## src/rtl/sitrs_pkg.sv

```systemverilog
`default_nettype none

package sitrs_pkg;

  localparam int unsigned PeriodWidth  = 28;
  localparam int unsigned ElapsedWidth = 20;
  localparam int unsigned IdWidth      = 3;
  localparam int unsigned NumTables    = 6;
  localparam int unsigned AddrWidth    = 4;
  localparam int unsigned DataWidth    = 32;
  localparam int unsigned CountWidth   = 30;

  localparam logic [PeriodWidth-1:0] FastPeriodReset = 28'd2700000;
  localparam logic [PeriodWidth-1:0] SlowPeriodReset = 28'd27000000;
  localparam logic [PeriodWidth-1:0] TimePeriodReset = 28'd243000000;

  localparam logic [NumTables-1:0] MarkFast = 6'b000101;
  localparam logic [NumTables-1:0] MarkSlow = 6'b111000;
  localparam logic [NumTables-1:0] MarkTime = 6'b000010;

  typedef enum logic [1:0] {
    REG_FAST_PERIOD = 2'd0,
    REG_SLOW_PERIOD = 2'd1,
    REG_TIME_PERIOD = 2'd2
  } reg_index_t;

  typedef enum logic {
    KIND_TICK = 1'b0,
    KIND_WORK = 1'b1
  } kind_t;

  typedef struct packed {
    logic                    kind;
    logic [ElapsedWidth-1:0] elapsed_ticks;
  } in_word_t;

  typedef struct packed {
    logic [IdWidth-1:0] table_id;
    logic               last;
  } out_word_t;

endpackage

`default_nettype wire

```

## src/rtl/si_table_repetition_scheduler.sv

```systemverilog
// Channel  Dir  Handshake           Word
// in       in   in_valid/in_ready   sitrs_pkg::in_word_t  (kind, elapsed_ticks)
// out      out  out_valid/out_ready sitrs_pkg::out_word_t (table_id, last)
// cfg      in   APB psel/penable    fast, slow, time period at 0x0, 0x4, 0x8
//
// A tick word is taken every cycle and updates all three timers together.
// A work word moves the pending marks into the emit register; one table id
// leaves per cycle while out_ready is high; a work word sends zero to six ids.
// A work word is taken once the emit register is empty or sends its last id;
// tick words are taken while ids are still leaving.
// Synchronous reset loads the default periods and clears counts and marks.
`default_nettype none

module si_table_repetition_scheduler #(
  parameter int unsigned COUNT_WIDTH = sitrs_pkg::CountWidth
) (
  input  wire logic                            clk,
  input  wire logic                            rst,
  input  wire logic                            in_valid,
  output      logic                            in_ready,
  input  wire sitrs_pkg::in_word_t             in_data,
  output      logic                            out_valid,
  input  wire logic                            out_ready,
  output      sitrs_pkg::out_word_t            out_data,
  input  wire logic                            psel,
  input  wire logic                            penable,
  input  wire logic                            pwrite,
  input  wire logic [sitrs_pkg::AddrWidth-1:0] paddr,
  input  wire logic [sitrs_pkg::DataWidth-1:0] pwdata,
  output      logic [sitrs_pkg::DataWidth-1:0] prdata,
  output      logic                            pready
);

  logic [sitrs_pkg::PeriodWidth-1:0] fast_period;
  logic [sitrs_pkg::PeriodWidth-1:0] slow_period;
  logic [sitrs_pkg::PeriodWidth-1:0] time_period;

  logic [COUNT_WIDTH-1:0] fast_count, fast_count_next;
  logic [COUNT_WIDTH-1:0] slow_count, slow_count_next;
  logic [COUNT_WIDTH-1:0] time_count, time_count_next;

  logic [sitrs_pkg::NumTables-1:0] pending_marks, pending_marks_next;
  logic [sitrs_pkg::NumTables-1:0] emit_marks, emit_marks_next;

  logic                    cfg_write;
  logic [1:0]              cfg_index;
  logic [COUNT_WIDTH-1:0]  elapsed;
  logic                    in_accept;
  logic                    out_accept;
  logic                    emit_done;
  logic [COUNT_WIDTH-1:0]  fast_diff, slow_diff, time_diff;
  logic                    fast_fire, slow_fire, time_fire;
  logic [sitrs_pkg::IdWidth-1:0] first_id;

  assign pready    = 1'b1;
  assign cfg_write = psel && penable && pwrite;
  assign cfg_index = paddr[3:2];

  always_comb begin
    case (sitrs_pkg::reg_index_t'(cfg_index))
      sitrs_pkg::REG_FAST_PERIOD: prdata = sitrs_pkg::DataWidth'(fast_period);
      sitrs_pkg::REG_SLOW_PERIOD: prdata = sitrs_pkg::DataWidth'(slow_period);
      sitrs_pkg::REG_TIME_PERIOD: prdata = sitrs_pkg::DataWidth'(time_period);
      default:                    prdata = '0;
    endcase
  end

  always_ff @(posedge clk) begin
    if (rst) begin
      fast_period <= sitrs_pkg::FastPeriodReset;
      slow_period <= sitrs_pkg::SlowPeriodReset;
      time_period <= sitrs_pkg::TimePeriodReset;
    end else if (cfg_write) begin
      case (sitrs_pkg::reg_index_t'(cfg_index))
        sitrs_pkg::REG_FAST_PERIOD: fast_period <= pwdata[sitrs_pkg::PeriodWidth-1:0];
        sitrs_pkg::REG_SLOW_PERIOD: slow_period <= pwdata[sitrs_pkg::PeriodWidth-1:0];
        sitrs_pkg::REG_TIME_PERIOD: time_period <= pwdata[sitrs_pkg::PeriodWidth-1:0];
        default: ;
      endcase
    end
  end

  assign out_valid  = |emit_marks;
  assign emit_done  = (emit_marks == '0) || (out_ready && $onehot(emit_marks));
  assign in_ready   = emit_done || (in_data.kind == sitrs_pkg::KIND_TICK);
  assign in_accept  = in_valid && in_ready;
  assign out_accept = out_valid && out_ready;

  always_comb begin
    first_id = '0;
    for (int i = sitrs_pkg::NumTables - 1; i >= 0; i--) begin
      if (emit_marks[i]) begin
        first_id = sitrs_pkg::IdWidth'(i);
      end
    end
  end

  assign out_data.table_id = first_id;
  assign out_data.last     = $onehot(emit_marks);

  assign elapsed   = COUNT_WIDTH'(in_data.elapsed_ticks);
  assign fast_diff = fast_count - elapsed;
  assign slow_diff = slow_count - elapsed;
  assign time_diff = time_count - elapsed;
  assign fast_fire = (fast_diff == '0) || fast_diff[COUNT_WIDTH-1];
  assign slow_fire = (slow_diff == '0) || slow_diff[COUNT_WIDTH-1];
  assign time_fire = (time_diff == '0) || time_diff[COUNT_WIDTH-1];

  always_comb begin
    fast_count_next    = fast_count;
    slow_count_next    = slow_count;
    time_count_next    = time_count;
    pending_marks_next = pending_marks;
    emit_marks_next    = emit_marks;
    if (out_accept) begin
      emit_marks_next = emit_marks & (emit_marks - sitrs_pkg::NumTables'(1));
    end
    if (in_accept) begin
      if (in_data.kind == sitrs_pkg::KIND_TICK) begin
        fast_count_next = fast_fire ? COUNT_WIDTH'(fast_period) : fast_diff;
        slow_count_next = slow_fire ? COUNT_WIDTH'(slow_period) : slow_diff;
        time_count_next = time_fire ? COUNT_WIDTH'(time_period) : time_diff;
        pending_marks_next = pending_marks
                           | (fast_fire ? sitrs_pkg::MarkFast : '0)
                           | (slow_fire ? sitrs_pkg::MarkSlow : '0)
                           | (time_fire ? sitrs_pkg::MarkTime : '0);
      end else begin
        emit_marks_next    = pending_marks;
        pending_marks_next = '0;
      end
    end
  end

  always_ff @(posedge clk) begin
    if (rst) begin
      fast_count    <= '0;
      slow_count    <= '0;
      time_count    <= '0;
      pending_marks <= '0;
      emit_marks    <= '0;
    end else begin
      fast_count    <= fast_count_next;
      slow_count    <= slow_count_next;
      time_count    <= time_count_next;
      pending_marks <= pending_marks_next;
      emit_marks    <= emit_marks_next;
    end
  end

`ifndef SYNTHESIS
  a_work_clears_marks: assert property (@(posedge clk) disable iff (rst)
    (in_accept && in_data.kind == sitrs_pkg::KIND_WORK) |=> (pending_marks == '0))
    else $error("pending marks not cleared after work word");

  a_work_loads_emit: assert property (@(posedge clk) disable iff (rst)
    (in_accept && in_data.kind == sitrs_pkg::KIND_WORK)
      |=> (emit_marks == $past(pending_marks)))
    else $error("emit register does not hold the pending marks");

  a_burst_continues: assert property (@(posedge clk) disable iff (rst)
    (out_accept && !out_data.last && !in_accept) |=> out_valid)
    else $error("table burst ended before last");

  a_tick_keeps_emit: assert property (@(posedge clk) disable iff (rst)
    (in_accept && in_data.kind == sitrs_pkg::KIND_TICK && !out_accept)
      |=> $stable(emit_marks))
    else $error("tick word disturbed the emit register");
`endif

endmodule

`default_nettype wire
```

## config.mk

```make
export PLATFORM = sky130hd
export DESIGN_NAME = si_table_repetition_scheduler
export DESIGN_NICKNAME = d
export VERILOG_FILES = /design/src/rtl/sitrs_pkg.sv /design/src/rtl/si_table_repetition_scheduler.sv
export SDC_FILE = /design/constraint.sdc
export NUM_CORES = 1
export LEC_CHECK = 0
export ABC_AREA = 1
export BUFFER_PORTS_ARGS = -buffer_cell sky130_fd_sc_hd__buf_4
export CORE_MARGIN = 1
export CORE_UTILIZATION = 30
export CTS_CLUSTER_DIAMETER = 120
export DETAILED_ROUTE_END_ITERATION = 8
export PLACE_DENSITY = 0.55
export SETUP_SLACK_MARGIN = 0.05
export SYNTH_ARGS = -nofsm -noshare
export SYNTH_HDL_FRONTEND = slang
export SYNTH_SLANG_ARGS = --single-unit
```

## constraint.sdc

```tcl
create_clock -name clk -period 2.85 [get_ports clk]
set_input_delay 0 -clock clk [delete_from_list [all_inputs] [get_ports clk]]
set_output_delay 0 -clock clk [all_outputs]
set_load 0.02 [all_outputs]
```

Word level (Yosys, flattened, before mapping)
Cells that the tools add are included.
Widths: inputs -> output; s select.
{"block": "totals", "output_inout_bits": 39, "register_bits": 186, "in_bits": 64}
{"block": "op_classes", "n_addsub": 9, "n_bitwise": 5, "eq_ne": 3, "n_reduce_logical": 20, "muxes": 17}
{"operator": "$logic_not 30->1", "count": 3}
{"operator": "$mux 30", "count": 3}
{"operator": "$sub 30x20->30", "count": 3}
{"operator": "$pmux 28 s3", "count": 1}
{"operator": "$mux 6", "count": 5}
{"operator": "$mux 3", "count": 7}
{"operator": "$reduce_and 2->1", "count": 4}
{"operator": "$add 1x1->2", "count": 3}
{"operator": "$and 6x6->6", "count": 1}
{"operator": "$logic_not 6->1", "count": 1}
{"operator": "$or 6x2->6", "count": 1}
{"operator": "$or 6x3->6", "count": 1}
{"operator": "$or 6x6->6", "count": 1}
{"operator": "$reduce_or 6->1", "count": 1}
{"operator": "$sub 6x1->6 const B", "count": 1}
{"operator": "$logic_and 1x1->1", "count": 5}
{"operator": "$logic_or 1x1->1", "count": 5}
{"operator": "$add 2x2->3", "count": 1}
{"operator": "$add 3x2->3", "count": 1}
{"operator": "$eq 3x1->1 const B", "count": 1}
{"operator": "$eq 2x1->1 const B", "count": 1}
{"operator": "$eq 2x2->1 const B", "count": 1}
{"operator": "$logic_not 2->1", "count": 1}
{"operator": "$mux 2", "count": 1}
{"operator": "$not 1->1", "count": 1}

Depth between registers and ports, before layout
{"block": "logic_depth", "word_depth": 9, "ltp_mapped": 24}

Worst setup path after synthesis
OpenSTA, ideal clock, no wires.
{"block": "synth_timing", "path_type": "register to register", "from": "register emit_marks[0] (netlist bit)", "to": "register emit_marks[3] (netlist bit)", "stages_incl_launch_ff": 16, "synth_period_minus_slack_ns": 3.827, "setup_slack_ns": -0.977, "arrival_time_ns": 3.696, "cell_sequence": "dfxtp_1 > fa_1 > inv_1 > fa_1 > inv_1 > ha_1 > fa_1 > nor3b_1 > nand2_1 > nand3_1 > nand2_1 > inv_1 > nand2_1 > clkbuf_1 > o21ai_0 > a21oi_1"}
{"element": "from (decl)", "line_no": "si_table_repetition_scheduler.sv:43", "text": "logic [sitrs_pkg::NumTables-1:0] emit_marks, emit_marks_next;"}
{"element": "from (signal assigned)", "line_no": "si_table_repetition_scheduler.sv:146", "text": "emit_marks <= emit_marks_next;"}

Worst setup path in the final report
{"block": "layout_timing", "from": "register emit_marks[3] (netlist bit)", "to": "register emit_marks[3] (netlist bit)"}
{"block": "layout_between", "elab_chain_len": 9}
{"element": "$add 1x1->2 (not written as such)", "line_no": "si_table_repetition_scheduler.sv:84", "text": "assign emit_done = (emit_marks == '0) || (out_ready && $onehot(emit_marks));"}
{"element": "$add 2x2->3 (not written as such)", "line_no": "si_table_repetition_scheduler.sv:84"}
{"element": "$add 3x2->3 (not written as such)", "line_no": "si_table_repetition_scheduler.sv:84"}
{"element": "$eq 3x1->1", "line_no": "si_table_repetition_scheduler.sv:84"}
{"element": "$logic_and 1x1->1", "line_no": "si_table_repetition_scheduler.sv:84"}
{"element": "$logic_or 1x1->1", "line_no": "si_table_repetition_scheduler.sv:84"}
{"element": "$logic_or 1x1->1", "line_no": "si_table_repetition_scheduler.sv:85", "text": "assign in_ready = emit_done || (in_data.kind == sitrs_pkg::KIND_TICK);"}
{"element": "$logic_and 1x1->1", "line_no": "si_table_repetition_scheduler.sv:86", "text": "assign in_accept = in_valid && in_ready;"}
{"element": "$mux 6 (*)", "line_no": "si_table_repetition_scheduler.sv:118", "text": "if (in_accept) begin"}
Mark *: on every way between the ends. The rest lies on a longest branch, timed or not.
A chain may end at the register's enable or synchronous reset.

==> results.sh <==
export IMPL_yosysMostFrequentCell="nand2_1"
export IMPL_drive_gt1_share_pct=33.6
export IMPL_cts_max_level=4
export IMPL_core_region_area_mm2=0.0480
export IMPL_dieWidth_um=223
export IMPL_synthTopCellsByArea="dfxtp_1, nand2_1, inv_1"
export IMPL_dp_slack_ns=-0.257
export IMPL_p_leak_nw=10.8
export IMPL_grt_max_degree=68
export IMPL_yosysTopAreaCell="dfxtp_1"
export IMPL_synthCells=2540
export IMPL_critical_path_arrival_ns=3.50
export IMPL_io_buffers=91
export IMPL_vias=17600
export IMPL_synth_ff_type="dfxtp_1"
export IMPL_dpl_cell_area_mm2=0.0172
export IMPL_synth_distinct_cells=39
export IMPL_initial_core_util_pct=30.6
export IMPL_ir_drop_mv=0.553
export IMPL_drt_pre_antenna_iters=5
export IMPL_power_density_mw_per_mm2=722
export IMPL_fmax_mhz=318
export IMPL_grt_pass1_wl_um=91100
export IMPL_synth_seq_cells=186
export IMPL_clk_path_buf_depth=2
export IMPL_netlist_area_mm2=0.0147
export IMPL_synth_edf_count=0
export IMPL_whs_ns=0.103
export IMPL_drv_slew=0
export IMPL_cts_buffers_inserted=17
export IMPL_slew_headroom_pct=31.0
export IMPL_clock_sinks=186
export IMPL_synthToLayoutAreaGrowth_pct=50.7
export IMPL_fin_worst_skew_ns=0.0133
export IMPL_cap_violations=0
export IMPL_crit_type="flip-flop to flip-flop"
export IMPL_drt_initial_drc_count=1219
export IMPL_hp_class="primary input to flip-flop"
export IMPL_failed_checks="setup timing"
export IMPL_async_reset_ff_share_pct=0
export IMPL_drc_errors=0
export IMPL_seq_area_mm2=0.00374
export IMPL_worst_slack_ns=-0.296
export IMPL_core_rowCount=80
export IMPL_nNetsFinal=2967
export IMPL_yosysWarnings=0
export IMPL_dpl_cell_count=3328
export IMPL_n_antenna_cell=0
export IMPL_fin_util_pct=46.1
export IMPL_n_fill_cell=4779
export IMPL_fin_crit_sh_pct=110
export IMPL_grtUsageTotal_pct=23.4
export IMPL_cp_data_required_time_ns=3.20
export IMPL_fin_crit_ns=3.15
export IMPL_gr_total_overflow=0
export IMPL_via_per_inst=5.08
export IMPL_antenna_found_initial=0
export IMPL_drtAntennaViolNets=0
export IMPL_die_height_um=223
export IMPL_cp_max_fo=6
export IMPL_clk_pin_slew_ns=0.07
export IMPL_rsz0062_at_grt="yes"
export IMPL_io_pins=103
export IMPL_grt_pass1_vias=16600
export IMPL_multi_input_area_mm2=0.0117
export IMPL_finalWeightedCongestion=0.948
export IMPL_synth_top_area_share_pct=25.3
export IMPL_ys_top_cells_by_count="nand2_1, inv_1, nand3_1"
export IMPL_end_kind="flip-flop"
export IMPL_hpwlAfterDp_um=43700
export IMPL_clk_root_buffer_cell="clkbuf_16"
export IMPL_drt_total_wl_um=61700
export IMPL_setup_violations=33
export IMPL_dieArea_mm2=0.0499
export IMPL_final_cells=3462
export IMPL_hold_viol_final=0
export IMPL_worstSkewPairLatency_ns=0.46
export IMPL_stdcell_area_mm2=0.0222
export IMPL_worst_slew_pin_slew_ns=1.03
export IMPL_cts_tree="built"
export IMPL_yosysSeqAreaShare_pct=25.3
export IMPL_post_drt_wl_per_cell_um=17.8
export IMPL_postSynthAreaPerCell_um2=5.79
export IMPL_status="complete, but fails checks"
export IMPL_cp_start_kind="flip-flop"
-- path summary, 6_finish.rpt --
check | start | endpoint | slack [ns] | depth (start not counted)
max | emit_marks[3] | emit_marks[3] | -0.30 | 15
min | in_data[0] | slow_count[0] | 0.10 | 5
max reg2reg | emit_marks[3] | emit_marks[3] | -0.30 | 15
min reg2reg | fast_count[8] | fast_count[8] | 0.48 | 2
-- logic make-up (layout without fill, tap and decap cells) --
group           after synthesis  count (layout)  share of synthesized area [%]
compound gates              308             308                           12.0
xor+xnor                     14              14                          0.834
fa+ha+maj                    69              69                           6.18
buf+inv                     558             861                           15.1
flops                       186             186                           25.3
other cells                   2               5                         0.0511
simple gates               1403            1404                           40.5
-- power by group --
group	total [mW]	switching [mW]	internal, mW
logic	10.2	5.69	4.54
clock network	2.66	1.14	1.53
registers	3.11	0.250	2.86
-- per-layer routing --
layer	GRT usage (%)	vias up	share of wire (%)
met4	8.24	0	3.7
met3	2.67	123	4.9
li1	-	8607	-
met2	41.6	462	50
met5	0	-	0
met1	29.0	8389	42
-- flip-flops by register name, summed over array words and instances, names as in the netlist --
signal         cells
pending_marks      6
slow_count        30
slow_period       28
time_period       28
fast_count        30
time_count        30
fast_period       28
emit_marks         6
-- final cells by class --
type	count	share of cell area, %
Clock inverter	12	0.835
Clock buffer	20	2.06
Multi-Input combinational cell	1800	53.0
Inverter	460	7.83
Tap cell	615	3.47
Timing Repair Buffer	369	15.9
Sequential cell	186	16.9
-- cells in the final DEF (no fill, tap or decap), types with 9 or more instances in the layout --
cell           synthesis  final
o21ai_0               61     49
inv_1                455    445
nand3_4                0     30
buf_6                  8     23
ha_2                   0     13
nand2_4                0     83
nor3_1                14      9
nand3_1              274    105
nor3_2                 5      9
clkbuf_16              0     23
nor2_4                 0     14
ha_4                   0     28
ha_1                  63     22
dfxtp_1              186    178
dlygate4sd3_1          0     32
a21oi_2                1     87
o21ai_1                0     10
buf_12                 0     23
inv_2                  4     12
a21oi_1              175     89
o221ai_1              28     28
nor2_2                14     42
nand2_1              882    714
nand3b_1              16     16
nand4_1               30     30
buf_4                 13    271
o211ai_1              38     38
nand3_2               12    151
nand2_2                5     89
nor2_1               134     92
-- through the flow --
step	power (mW)	TNS, ns
2_1_floorplan	7.20	-3.79
3_3_place_gp	9.57	-9.97
3_5_place_dp	9.62	-13.98
4_1_cts	14.2	-5.36
5_1_grt	17.0	-14.17
6_report	16.0	-3.89
-- critical path, stage by stage, from the launching register on --
cell and delay (ns):
dfxtp_2 0.34, fa_1 0.53, inv_1 0.05, fa_1 0.48
inv_1 0.05, ha_2 0.16, fa_1 0.48, nor3b_4 0.22
nand2_2 0.09, nand3_4 0.07, buf_6 0.11, nand2_4 0.05
inv_6 0.08, nand2_4 0.08, o21ai_1 0.20, a21oi_2 0.04
-- what timing repair did --
action | in CTS | in global routing
resized for setup | 261 | 494
setup endpoints to repair | 101 | 101
pin swaps | 90 | 149
setup buffers | 37 | 20
cloned | 14 | 7
hold buffers | 32 | 0
endpoints found under the hold margin | 120 | 0
Power figures use the tool's default switching activity.
